**src/rangefinder_reply_parser_assert.svh**
```systemverilog
// ----------------------------------------------------------------------------
// Range-finder reply parser assertion macros
// Short forms for the concurrent checks written at the end of the top level.
// ----------------------------------------------------------------------------
`ifndef RANGEFINDER_REPLY_PARSER_ASSERT_SVH
`define RANGEFINDER_REPLY_PARSER_ASSERT_SVH

// The consequent must hold in the same cycle as the antecedent.
`define RRP_ASSERT_SAME(label, clk, rst, ante, cons) \
   label: assert property (@(posedge clk) disable iff (rst) (ante) |-> (cons)) \
      else $error("rangefinder reply parser: same-cycle check failed");

// The consequent must hold in the cycle after the antecedent.
`define RRP_ASSERT_NEXT(label, clk, rst, ante, cons) \
   label: assert property (@(posedge clk) disable iff (rst) (ante) |=> (cons)) \
      else $error("rangefinder reply parser: next-cycle check failed");

`endif

```
**src/rrp_pkg.sv**
```systemverilog
// ----------------------------------------------------------------------------
// Range-finder reply parser package
// Types and constants shared by the parser modules and the testbench.
// ----------------------------------------------------------------------------
`default_nettype none

package rrp_pkg;

   localparam int DataBytes  = 6;
   localparam int MeasWidth  = DataBytes * 8;
   localparam int EventWidth = 3;

   typedef logic [7:0] byte_type;

   typedef enum logic [2:0] {
      MODE_GREETING = 3'd0,
      MODE_WAIT     = 3'd1,
      MODE_STARTED  = 3'd2,
      MODE_DATA     = 3'd3,
      MODE_ACKCFG   = 3'd4
   } mode_type;

   typedef enum logic [EventWidth-1:0] {
      EV_PROGRESS = 3'd0,
      EV_GREETING = 3'd1,
      EV_MEAS     = 3'd2,
      EV_ACK      = 3'd3,
      EV_REJECT   = 3'd4
   } event_type;

   localparam byte_type SyncByte = 8'h59;
   localparam byte_type AckByte  = 8'h3C;
   localparam byte_type CmdMeas  = 8'hDA;
   localparam byte_type CmdPtr   = 8'hC5;
   localparam byte_type SumXor   = 8'h50;
   localparam byte_type LineFeed = 8'h0A;

   localparam logic [3:0] OffsetSync  = 4'd1;
   localparam logic [3:0] OffsetFirst = 4'd2;
   localparam logic [3:0] OffsetAck   = 4'd3;
   localparam logic [3:0] OffsetCheck = 4'd8;

   typedef struct packed {
      mode_type                       mode;
      logic [3:0]                     offset;
      byte_type                       sum;
      logic [DataBytes-1:0][7:0]      store;
      logic                           data_flag;
      logic                           ack_flag;
   } parse_state_type;

endpackage

`default_nettype wire

```
**src/rrp_req_if.sv**
```systemverilog
// ----------------------------------------------------------------------------
// Range-finder reply parser request channel
// Valid/ready channel carrying one received byte per word.
// ----------------------------------------------------------------------------
`default_nettype none

interface rrp_req_if;
   logic       valid;
   logic       ready;
   logic [7:0] rx_byte;

   modport source (output valid, output rx_byte, input ready);
   modport sink   (input valid, input rx_byte, output ready);
endinterface

`default_nettype wire

```
**src/rrp_rsp_if.sv**
```systemverilog
// ----------------------------------------------------------------------------
// Range-finder reply parser response channel
// Valid/ready channel carrying the event code, flags and measurement bytes.
// ----------------------------------------------------------------------------
`default_nettype none

interface rrp_rsp_if;
   logic        valid;
   logic        ready;
   logic [2:0]  event_res;
   logic        data_ready;
   logic        config_ok;
   logic [47:0] measurement;

   modport source (output valid, output event_res, output data_ready,
                   output config_ok, output measurement, input ready);
   modport sink   (input valid, input event_res, input data_ready,
                   input config_ok, input measurement, output ready);
endinterface

`default_nettype wire

```
**src/rrp_step.sv**
```systemverilog
// ----------------------------------------------------------------------------
// Range-finder reply parser step logic
// Works out the next parser state and the event code for one received byte.
// ----------------------------------------------------------------------------
`default_nettype none

module rrp_step (
   input  rrp_pkg::parse_state_type cur_state,
   input  rrp_pkg::byte_type        rx_byte,
   output rrp_pkg::parse_state_type nxt_state,
   output rrp_pkg::event_type       event_code
);
   import rrp_pkg::*;

   logic [3:0] data_index;

   assign data_index = cur_state.offset - OffsetFirst;

   always_comb begin
      nxt_state  = cur_state;
      event_code = EV_PROGRESS;
      unique case (cur_state.mode)
         MODE_GREETING: begin
            if (rx_byte == LineFeed) begin
               nxt_state.mode = MODE_WAIT;
               event_code     = EV_GREETING;
            end
            nxt_state.offset = '0;
         end
         MODE_STARTED: begin
            nxt_state.sum = cur_state.sum + rx_byte;
            if (rx_byte == CmdMeas) begin
               nxt_state.mode   = MODE_DATA;
               nxt_state.offset = OffsetFirst;
            end else if (rx_byte == CmdPtr) begin
               nxt_state.mode   = MODE_ACKCFG;
               nxt_state.offset = OffsetFirst;
            end else begin
               nxt_state.mode   = MODE_WAIT;
               nxt_state.offset = '0;
               event_code       = EV_REJECT;
            end
         end
         MODE_DATA: begin
            if (cur_state.offset < OffsetCheck) begin
               nxt_state.sum = cur_state.sum + rx_byte;
               if (data_index < 4'(DataBytes)) begin
                  nxt_state.store[data_index[2:0]] = rx_byte;
               end
               nxt_state.offset = cur_state.offset + 4'd1;
            end else begin
               nxt_state.data_flag = ((cur_state.sum ^ SumXor) == rx_byte);
               nxt_state.mode      = MODE_WAIT;
               nxt_state.offset    = '0;
               event_code          = EV_MEAS;
            end
         end
         MODE_ACKCFG: begin
            if (cur_state.offset < OffsetAck) begin
               nxt_state.sum = cur_state.sum + rx_byte;
               if (rx_byte != AckByte) begin
                  nxt_state.mode   = MODE_WAIT;
                  nxt_state.offset = '0;
                  event_code       = EV_REJECT;
               end else begin
                  nxt_state.offset = cur_state.offset + 4'd1;
               end
            end else begin
               nxt_state.ack_flag = ((cur_state.sum ^ SumXor) == rx_byte);
               nxt_state.mode     = MODE_WAIT;
               nxt_state.offset   = '0;
               event_code         = EV_ACK;
            end
         end
         default: begin
            nxt_state.sum = rx_byte;
            if (rx_byte == SyncByte) begin
               nxt_state.mode   = MODE_STARTED;
               nxt_state.offset = OffsetSync;
            end else begin
               nxt_state.mode   = MODE_WAIT;
               nxt_state.offset = '0;
               event_code       = EV_REJECT;
            end
         end
      endcase
   end

endmodule

`default_nettype wire

```
**src/rangefinder_reply_parser.sv**
```systemverilog
// ----------------------------------------------------------------------------
// Range-finder reply parser
// Byte-serial parser for measurement and acknowledge replies of a range-finder.
// ----------------------------------------------------------------------------
// Bytes enter on the req_port channel, one byte per word, and every byte gives
// exactly one word on the rsp_port channel: an event code, the two checksum
// flags and the six stored measurement bytes as they stand after that byte.
// A byte is first held in an input register; the parser logic then turns it
// into the result register, once that register is empty or being taken. One
// byte per cycle is sustained while the receiver takes results; the state
// update is a single pass through the parser logic.
// When the receiver stalls, the result register holds its word and the input
// register still takes one more byte, so the sender sees ready drop only
// once both are full. A synchronous reset empties both registers and puts the
// parser back in the greeting line, with the flags and stored bytes cleared.
// ----------------------------------------------------------------------------
`default_nettype none

module rangefinder_reply_parser (
   input  wire         clock,
   input  wire         reset,
   rrp_req_if.sink     req_port,
   rrp_rsp_if.source   rsp_port
);
   import rrp_pkg::*;

   `include "rangefinder_reply_parser_assert.svh"

   logic            in_valid_ff;
   byte_type        in_byte_ff;
   parse_state_type state_ff;
   parse_state_type state_in;
   event_type       event_in;
   logic            out_valid_ff;
   logic [2:0]      event_ff;
   logic            data_ready_ff;
   logic            config_ok_ff;
   logic [47:0]     measurement_ff;
   logic            advance;
   logic            req_take;

   assign advance  = in_valid_ff && (!out_valid_ff || rsp_port.ready);
   assign req_take = req_port.valid && req_port.ready;

   assign req_port.ready = !in_valid_ff || advance;

   rrp_step u_step (
      .cur_state  (state_ff),
      .rx_byte    (in_byte_ff),
      .nxt_state  (state_in),
      .event_code (event_in)
   );

   always_ff @(posedge clock) begin
      if (reset) begin
         in_valid_ff         <= 1'b0;
         out_valid_ff        <= 1'b0;
         state_ff.mode       <= MODE_GREETING;
         state_ff.offset     <= '0;
         state_ff.sum        <= '0;
         state_ff.store      <= '0;
         state_ff.data_flag  <= 1'b0;
         state_ff.ack_flag   <= 1'b0;
      end else begin
         if (req_take) begin
            in_valid_ff <= 1'b1;
            in_byte_ff  <= req_port.rx_byte;
         end else if (advance) begin
            in_valid_ff <= 1'b0;
         end
         if (advance) begin
            state_ff       <= state_in;
            out_valid_ff   <= 1'b1;
            event_ff       <= event_in;
            data_ready_ff  <= state_in.data_flag;
            config_ok_ff   <= state_in.ack_flag;
            measurement_ff <= state_in.store;
         end else if (rsp_port.ready) begin
            out_valid_ff <= 1'b0;
         end
      end
   end

   assign rsp_port.valid       = out_valid_ff;
   assign rsp_port.event_res   = event_ff;
   assign rsp_port.data_ready  = data_ready_ff;
   assign rsp_port.config_ok   = config_ok_ff;
   assign rsp_port.measurement = measurement_ff;

   `RRP_ASSERT_NEXT(a_stall_holds, clock, reset, in_valid_ff && !advance, in_valid_ff)
   `RRP_ASSERT_NEXT(a_frame_end_waits, clock, reset,
      advance && (event_in == EV_MEAS || event_in == EV_ACK), state_ff.mode == MODE_WAIT)
   `RRP_ASSERT_NEXT(a_no_greeting_return, clock, reset,
      state_ff.mode != MODE_GREETING, state_ff.mode != MODE_GREETING)
   `RRP_ASSERT_NEXT(a_data_flag_on_meas, clock, reset,
      !(advance && event_in == EV_MEAS), $stable(state_ff.data_flag))

endmodule

`default_nettype wire

```
**src/flat_wrapper.sv**
```systemverilog
// flat-port wrapper written by rule: the top's interface ports become plain ports
module rangefinder_reply_parser_flat import rrp_pkg::*;
  (clock, reset, req_port_valid, req_port_rx_byte, req_port_ready, rsp_port_valid, rsp_port_event_res, rsp_port_data_ready, rsp_port_config_ok, rsp_port_measurement, rsp_port_ready);
  rrp_req_if req_port_i ();
  rrp_rsp_if rsp_port_i ();
  input  wire clock;
  input  wire reset;
  input wire logic [$bits(req_port_i.valid)-1:0] req_port_valid;
  input wire logic [$bits(req_port_i.rx_byte)-1:0] req_port_rx_byte;
  output wire logic [$bits(req_port_i.ready)-1:0] req_port_ready;
  output wire logic [$bits(rsp_port_i.valid)-1:0] rsp_port_valid;
  output wire logic [$bits(rsp_port_i.event_res)-1:0] rsp_port_event_res;
  output wire logic [$bits(rsp_port_i.data_ready)-1:0] rsp_port_data_ready;
  output wire logic [$bits(rsp_port_i.config_ok)-1:0] rsp_port_config_ok;
  output wire logic [$bits(rsp_port_i.measurement)-1:0] rsp_port_measurement;
  input wire logic [$bits(rsp_port_i.ready)-1:0] rsp_port_ready;
  assign req_port_i.valid = req_port_valid;
  assign req_port_i.rx_byte = req_port_rx_byte;
  assign req_port_ready = req_port_i.ready;
  assign rsp_port_valid = rsp_port_i.valid;
  assign rsp_port_event_res = rsp_port_i.event_res;
  assign rsp_port_data_ready = rsp_port_i.data_ready;
  assign rsp_port_config_ok = rsp_port_i.config_ok;
  assign rsp_port_measurement = rsp_port_i.measurement;
  assign rsp_port_i.ready = rsp_port_ready;
  rangefinder_reply_parser u_core (.clock(clock), .reset(reset), .req_port(req_port_i), .rsp_port(rsp_port_i));
endmodule
```
**config.mk**
```make
export PLATFORM = sky130hd
export DESIGN_NAME = rangefinder_reply_parser_flat
export DESIGN_NICKNAME = d
export VERILOG_FILES = /design/src/rrp_pkg.sv /design/src/rrp_req_if.sv /design/src/rrp_rsp_if.sv /design/src/rrp_step.sv /design/src/rangefinder_reply_parser.sv /design/src/flat_wrapper.sv
export VERILOG_INCLUDE_DIRS = /design/src /design/src/src
export SDC_FILE = /design/constraint.sdc
export NUM_CORES = 1
export LEC_CHECK = 0
export BUFFER_PORTS_ARGS = -buffer_cell sky130_fd_sc_hd__buf_2
export CORE_UTILIZATION = 50
export CTS_CLUSTER_SIZE = 8
export DETAILED_ROUTE_END_ITERATION = 6
export PLACE_DENSITY = 0.7
export SLEW_MARGIN = 25
export SYNTH_ARGS = -nofsm -noshare
export SYNTH_HDL_FRONTEND = slang
export SYNTH_SLANG_ARGS = --single-unit
```
**constraint.sdc**
```tcl
create_clock -name clock -period 7.4 [get_ports clock]
set_input_delay 0.37 -clock clock [delete_from_list [all_inputs] [get_ports clock]]
set_output_delay 0.37 -clock clock [all_outputs]
set_load 0.01 [all_outputs]
```
# Word-level counts from Yosys, hierarchy flattened
# Index checks and enable logic that the tools add are counted.
# op_classes
n_div,0
multipliers,0
n_bitwise,3
n_eq_ne,14
shifts,0
add_sub_neg,3
muxes,33
reduce_logical,14
order_cmp,5
# op_table
operator,n
56-bit 2-to-1 mux,1
49-bit 2-to-1 mux,1
48-bit bitwise mux,1
48-bit 2-to-1 mux,1
8-bit case mux with 4 select lines,1
7-bit case mux with 4 select lines,1
8-bit demux with 3-bit select,1
3-bit 2-to-1 mux,8
7-bit 2-to-1 mux,3
8-bit equality test (second input constant),2
8-bit 2-to-1 mux,2
3-bit case mux with 4 select lines,1
8-bit adder,1
8-bit by 4-bit equality test with 1-bit output (second input constant),1
8-bit by 7-bit equality test with 1-bit output (second input constant),1
8-bit equality test,1
1-bit 2-to-1 mux,8
4-bit 2-to-1 mux,2
2-bit != test (second input constant),4
8-bit by 6-bit != test with 1-bit output (second input constant),1
4-bit AND reduction,2
3-bit by 2-bit equality test with 1-bit output (second input constant),2
6-bit 2-to-1 mux,1
4-bit by 1-bit adder with 4-bit output (second input constant),1
other kinds (17),24
# word_totals
regBits,128
output_inout_bits,55
latch_bits,0
rom_bits,0
memories,0
mem_bits_rw,0
in_bits,12

# Longest topological paths before layout
# Gate-level depths: netlist of run 1.
# logic_depth
ltp_word,9
mapped_depth,8
ltp_nobuf,7

# Modules after synthesis
# From an unflattened synthesis of run 1, not the netlist that was laid out.
# hier_totals
cells_unflattened,567
hier_area_um2,5988.2
# modules_own_cells
module,area_each_um2,seq_area_each_um2,cells_each,instances
rangefinder_reply_parser,4396.7,3173.0,369,1
rrp_step,1591.5,0.0,198,1

# Worst setup path before layout of run 1
# Ideal clock, no wire load.
# synth_timing
path_type,input-to-reg
start,input reset
end,register u_core.config_ok_ff (netlist: u_core.rsp_port.config_ok) (enable)
required_time_ns,6.936
slack_ns,3.919
n_path_buf,2
arrival_time_ns,3.017
path_stages,3
setup_time_ns,0.464
path_cell_list,clkbuf_1 > clkbuf_1 > nor2_1
# synth_via
elab_chain_len,2
# synth_rtl
item,line,text
"start, declared",flat_wrapper.sv:7,input wire reset;
1-bit NOT (no source line),-,
2-bit AND reduction (no source line),-,
"end signal, assigned",rangefinder_reply_parser.sv:76,config_ok_ff <= state_in.ack_flag;
"end, declared",rangefinder_reply_parser.sv:37,logic config_ok_ff;
# No other way between the ends.
# A chain may end at the register's enable or synchronous reset.

==> impl_metrics.ini, run 1 <==
[logic_synthesis]
synth_cells = 487
syn_nets = 513
synthTopCellsByArea = edfxtp_1 32%, dfxtp_1 23%, mux2i_1 8.5%, mux2_2 7.2%, nor2_1 4.9%
yosysMostFrequentCell = nor2_1
synth_edf_count = 61
syn_area_per_cell_sq_um = 11.87
netlist_area_sq_um = 5782
netlist.area_leader.share = 0.3168
yosysTopAreaCell = edfxtp_1
seq_area_frac_synth = 0.5488
synth_top_flop_cell = dfxtp_1
synth-async-reset-ratio = 0
synth_common_cells = 76 x nor2_1, 67 x dfxtp_1, 61 x edfxtp_1
synth_seq_cells = 128
synth_cell_type_count = 62
synth_warnings = 0

[worst_setup_path]
reg2reg_depth = 7
arrival_ps = 2690
worstSetupEndpointType = flop
crit_fanout = 8
r2r_start = u_core.state_ff[59]
startpoint_type = flop
regToRegSetupSlack_ps = 4880
cp_cell_sequence = inv_1, ha_1, xnor2_1, o21ai_0, nor3_1, nand2_1, mux2_1
slowest_stage = dfxtp_1
r2r-end = u_core.rsp_port.measurement[33]
required_ps = 7570
cpPeakStageDelay_ps = 440
path_class = reg -> reg

[timing]
finClkSkew_ps = 8.915
setup_violations = 0
timing.fmax_mhz = 396.7
finalSetupTns_ps = 0
rsz0062_at_grt = no
tightest_slew_ps = 1000
fin_crit_sh = 0.3406
report.final.slew_viol_count = 0
slew_headroom = 0.3294
period_minus_slack_ps = 2521
final_hold_viol_count = 0

[clock_tree]
ctsHtreeMaxLevel = 4
cts_buffer_depth = 2
clock_sinks = 128
clk_pin_slew_ps = 60
cts.repair.resized = 0
cts_root_buf = clkbuf_16
cts_tree = done
hold_buffers = 0
cts_buffers = 17
cts_setup_buffers = 0
insertion_delay_ps = 420

[hold_path]
hp-start = req_port_rx_byte[3]
hold-path-endpoint = u_core.in_byte_ff[3]
min_path_type = in -> reg
hold_depth = 1

[floorplan]
core-area_sq_um = 11030
die_w_microns = 109.5
dieArea_sq_um = 12000
die_h_microns = 109.5
row_count = 38
start_util = 0.5242
pin_count = 67

[drt]
ant_nets = 0
wl_mm = 12.78
vias = 3975
via_per_inst = 5.687
drt_iter0_markers = 135
drt-pass1-iter-count = 4
drc = 0
wl_per_cell_microns = 18.28

[global_routing]
grt_pass1_wl_mm = 20.20
grt_pass1_vias = 3983
grt_antenna_before_repair = 0
grt_max_degree = 69
grt_usage = 0.2309
gr-total-overflow = 0

[pwr]
finalPower_mw = 1.646
p_leak_nw = 3.074
ir_drop_uv = 131.6
p_per_area_nw_per_um2 = 242.4

[placed_design]
io_buffers = 66
dp_cells = 667
dpl.hpwl_mm = 7.878
gp_congestion = 0.8844

[final_layout]
antennaDiodeCount = 0
drive_gt1_frac = 0.2683
syn2layout_area_growth_pct = 17.42
final_cells = 699
fin_nets = 572

[run_status]
status = completed

[run]
maxCapViolCount = 0
==> registers in the layout, indices dropped and copies added, names as in the netlist <==
signal and count:
u_core.state_ff 65, u_core.rsp_port.measurement 48, u_core.in_byte_ff 8, u_core.rsp_port.event_res 3, u_core.in_valid_ff 1, u_core.rsp_port.config_ok 1
u_core.rsp_port.data_ready 1, u_core.rsp_port.valid 1
==> critical path: cells and delay by family, from the launching register on <==
| family | cells | cell delay (ps) |
|---|---|---|
| adders and majority gates | 1 | 220 |
| DFF | 1 | 440 |
| AOI/OAI and AO/OA | 1 | 160 |
| buffers and inverters | 1 | 110 |
| and+or+nand+nor | 2 | 710 |
| xor gates and xnor gates | 1 | 210 |
| muxes | 1 | 420 |
==> routing by layer <==
metal / vias to the layer above / part of all wire / track usage
li1: 1900 / - / -
met1: 1950 / 0.44 / 0.2868
met2: 107 / 0.49 / 0.3742
met3: 18 / 0.050 / 0.06995
met4: 0 / 0.016 / 0.09619
met5: - / 0 / 0
==> cells by family (layout without fill, tap and decap cells) <==
kind of cell               count (synthesis)  count (layout)  share of synthesized area
and+or+nand+nor                          153             153                     0.1355
DFF                                      128             128                     0.5488
muxes                                     99              99                     0.1822
AOI/OAI and AO/OA                         55              55                    0.07034
buffers and inverters                     33             105                    0.02402
adders and majority gates                 14              14                    0.03160
xor gates and xnor gates                   5               5                   0.007576
==> layout by cell type, fill, tap and decap left out, drive strengths merged, types with 2 or more instances in the layout <==
cell,count
nor3b,2
nand2b,6
nand2,19
inv,7
mux2,50
a21o,6
a211oi,10
nor3,7
or2,2
clkinvlp,2
bufinv,2
nor4bb,3
dfxtp,67
clkinv,5
mux2i,49
buf,68
xor2,2
o211a,2
nand4bb,3
a21oi,11
xnor2,3
edfxtp,61
or3,3
o41ai,2
clkbuf,21
and2,5
nor2,76
nand3,10
a22oi,4
o21ai,8
nand4,4
ha,13
a311oi,2
or3b,2
and3,3
==> power by group <==
group / switching [mW] / internal (mW)
clock network: 0.310 / 0.524
registers: 0.0159 / 0.751
logic: 0.0288 / 0.0160
==> area by class of cell <==
cell class | count | area [sq um]
repair buffers | 68 | 345.3
clock inverters | 11 | 128.9
well taps | 140 | 175.2
multi-input cells | 326 | 2477
inverters | 5 | 18.77
clock buffers | 21 | 470.5
fillers | 913 | 4242
flip-flops and latches | 128 | 3173
==> through the flow <==
| stage | util | hold slack [ps] | cell area (sq um) | setup slack, ps |
|---|---|---|---|---|
| global route | 0.6155 | 102.8 | 6789 | 4684 |
| global placement | 0.5611 | 469.1 | 6190 | 5030 |
| floorplan | - | 458.3 | 5782 | 3919 |
| finish | 0.6155 | 121.5 | 6789 | 4879 |
| detailed placement | 0.5611 | 483.3 | 6190 | 4934 |
| CTS | 0.6155 | 105.7 | 6789 | 4932 |
==> worst max-delay path by stage <==
| stage | from | endpoint | slack (ps) | cells after the start |
|---|---|---|---|---|
| final | u_core.state_ff[59] | u_core.rsp_port.measurement[33] | 4880 | 7 |
| after detailed placement | u_core.state_ff[59] | u_core.rsp_port.measurement[34] | 4930 | 7 |
| after global routing | u_core.state_ff[59] | u_core.rsp_port.measurement[34] | 4680 | 7 |
| after global placement | u_core.in_byte_ff[1] | u_core.state_ff[57] | 5030 | 6 |
| after floorplan | reset | u_core.rsp_port.config_ok | 3920 | 3 |
| after CTS | u_core.in_byte_ff[1] | u_core.state_ff[57] | 4930 | 6 |
Note: power is estimated with default switching activity, not from simulation.
==> run 2, diff against run 1 <==
--- a/config.mk
+++ b/config.mk
@@ -6,11 +6,12 @@
 export SDC_FILE = /design/constraint.sdc
 export NUM_CORES = 1
 export LEC_CHECK = 0
+export ABC_AREA = 1
 export BUFFER_PORTS_ARGS = -buffer_cell sky130_fd_sc_hd__buf_2
 export CORE_UTILIZATION = 50
 export CTS_CLUSTER_SIZE = 8
 export DETAILED_ROUTE_END_ITERATION = 6
-export PLACE_DENSITY = 0.7
+export PLACE_DENSITY = 0.72
 export SLEW_MARGIN = 25
 export SYNTH_ARGS = -nofsm -noshare
 export SYNTH_HDL_FRONTEND = slang
==> constraint.sdc (replaced) <==
create_clock -name clock -period 2.2 [get_ports clock]
set_input_delay 0.11 -clock clock [delete_from_list [all_inputs] [get_ports clock]]
set_output_delay 0.11 -clock clock [all_outputs]
set_load 0.01 [all_outputs]
==> impl_metrics.ini, run 2 <==
[floorplan]
pin_count = 67
core-area_sq_um = 12620
dieArea_sq_um = 13430
start_util = 0.5140
die_w_microns = 115.9
die_h_microns = 115.9
row_count = 41

[drt]
vias = 5349
drt-pass1-iter-count = 5
via_per_inst = 4.944
wl_per_cell_microns = 12.63
ant_nets = 0
wl_mm = 13.67
drt_iter0_markers = 445
drc = 0

[timing]
report.final.slew_viol_count = 0
final_hold_viol_count = 0
period_minus_slack_ps = 1975
finClkSkew_ps = 9.524
slew_headroom = 0.6579
setup_violations = 0
fin_crit_sh = 0.8976
finalSetupTns_ps = 0
rsz0062_at_grt = no
tightest_slew_ps = 511.2
post-route-worst-setup-slack_ps = 225.3
timing.fmax_mhz = 506.4

[clock_tree]
cts_tree = done
cts_setup_buffers = 0
clk_pin_slew_ps = 50
clock_sinks = 128
cts_buffer_depth = 2
cts.repair.resized = 0
cts_root_buf = clkbuf_16
insertion_delay_ps = 420
ctsHtreeMaxLevel = 4
cts_buffers = 17

[logic_synthesis]
synthTopCellsByArea = edfxtp_1 28%, dfxtp_1 21%, nand2_1 13%, nor2_1 7.6%, nand3_1 6.5%
netlist_area_sq_um = 6486
synth_common_cells = 220 x nand2_1, 131 x nor2_1, 97 x inv_1
synth_top_flop_cell = dfxtp_1
syn_area_per_cell_sq_um = 7.988
netlist.area_leader.share = 0.2824
synth_cells = 812
syn_nets = 838
synth_seq_cells = 128
synth_edf_count = 61
yosysMostFrequentCell = nand2_1
seq_area_frac_synth = 0.4892
yosysTopAreaCell = edfxtp_1
synth_cell_type_count = 35
synth-async-reset-ratio = 0
synth_warnings = 0

[final_layout]
final_cell_area_sq_um = 7692
nFillCells = 1151
drive_gt1_frac = 0.1879
fin_nets = 923
largest_reg_flops = 65
antennaDiodeCount = 0
syn2layout_area_growth_pct = 18.60
final_common_cell = nand2_1
top_register = u_core.state_ff
layout_common_cells = 220 x nand2_1, 130 x nor2_1, 97 x inv_1

[placed_design]
gp_congestion = 0.8724
post_dp_cell_area_sq_um = 7036
dpl.hpwl_mm = 9.111
io_buffers = 66
dp_slack_ps = 223.1

[worst_setup_path]
path_class = reg -> reg
arrival_ps = 2150
regToRegSetupSlack_ps = 230
startpoint_type = flop
worstSetupEndpointType = flop
r2r_start = u_core.state_ff[60]
required_ps = 2370
r2r-end = u_core.rsp_port.measurement[1]
crit_fanout = 13
reg2reg_depth = 9

[pwr]
ir_drop_uv = 535.7
p_per_area_nw_per_um2 = 745.6
p_leak_nw = 3.866
finalPower_mw = 5.736

[global_routing]
grt_usage = 0.2235
grt_pass1_vias = 4821
gr-total-overflow = 0
top_usage_layer = met2
grt_pass1_wl_mm = 22.76
use_met2 = 0.3865
grt_antenna_before_repair = 0
use_met3 = 0.05021
grt_max_degree = 80
grtUsageMet1 = 0.2681

[run_status]
status = completed

[run]
maxCapViolCount = 0

[hold_path]
min_path_type = in -> reg
hp-start = reset
hold_depth = 3
hold-path-endpoint = u_core.state_ff[61]
run 2: changes by cell type in the layout (fill, tap and decap cells not counted), moves of 10 or more:
cell / previous run / this run
nand3_2: 2 / 30
dlygate4sd3_1: 0 / 10
mux2_1: 13 / 0
a211oi_1: 10 / 0
mux2i_1: 49 / 0
mux2_2: 37 / 0
nand2_1: 16 / 220
buf_4: 2 / 23
inv_1: 5 / 97
a21oi_1: 10 / 20
nor2_1: 75 / 130
nand3_1: 8 / 84
run 2: metal layers:
layer,up-vias,share of wire
li1,2749,-
met1,2449,0.43
met2,130,0.50
met3,21,0.047
met4,0,0.017
met5,-,0
run 2: worst max-delay path, stage by stage (launching register included):
cell and delay (ps):
dfxtp_1 430, inv_1 90, ha_1 280, nor2_1 60, a21oi_4 140, o21ai_4 140, nor2_8 230, nand2_2 180
nand2_1 120, nand2_1 60
run 2: kinds of logic after synthesis:
group	after synthesis	share of synthesized area
XOR/XNOR	5	0.006751
adder cells (fa/ha/maj)	14	0.02816
AO/OA/AOI/OAI	42	0.03839
flip-flops	128	0.4892
buffers and inverters	134	0.08815
AND/OR/NAND/NOR	489	0.3493
run 2: worst max-delay path by stage:
stage          cells after the start             startpoint  slack (ps)                              to
5_1_grt                           11    u_core.state_ff[60]          60             u_core.state_ff[14]
3_5_place_dp                       9    u_core.state_ff[60]         220  u_core.rsp_port.measurement[1]
3_3_place_gp                       9    u_core.state_ff[60]         300  u_core.rsp_port.measurement[1]
2_1_floorplan                      3  u_core.rsp_port.valid         400       u_core.rsp_port.config_ok
6_report                           9    u_core.state_ff[60]         230  u_core.rsp_port.measurement[1]
4_1_cts                            9    u_core.state_ff[60]         220  u_core.rsp_port.measurement[1]
run 2: report_power, final:
| group | switching (mW) | total (mW) | internal (mW) |
|---|---|---|---|
| clock | 1.00 | 2.59 | 1.59 |
| combinational | 0.297 | 0.475 | 0.178 |
| sequential | 0.0517 | 2.67 | 2.62 |
| total | 1.35 | 5.74 | 4.38 |
run 2: repair_timing:
item | CTS | global route
setup endpoints to repair | 0 | 0
hold buffers | 10 | 0
endpoints found under the hold margin | 10 | 0
run 2: layout make-up:
type / count / area (sq um) / area share
clock buffer: 23 / 499.2 / 0.06490
inverter: 100 / 375.4 / 0.04880
sequential: 128 / 3173 / 0.4125
tap: 172 / 215.2 / 0.02798
multi-input combinational: 550 / 2749 / 0.3574
clock inverter: 9 / 57.56 / 0.007482
timing repair buffer: 100 / 623.1 / 0.08100
run 2: metrics by stage:
stage | std cells | hold slack (ps) | utilization
4_1_cts | 1082 | 196.4 | 0.6096
6_report | 1082 | 205.1 | 0.6096
3_3_place_gp | 1040 | 287.4 | 0.5575
3_5_place_dp | 1040 | 288.7 | 0.5575
2_1_floorplan | 812 | 208.9 | -
5_1_grt | 1082 | 231.0 | 0.6096
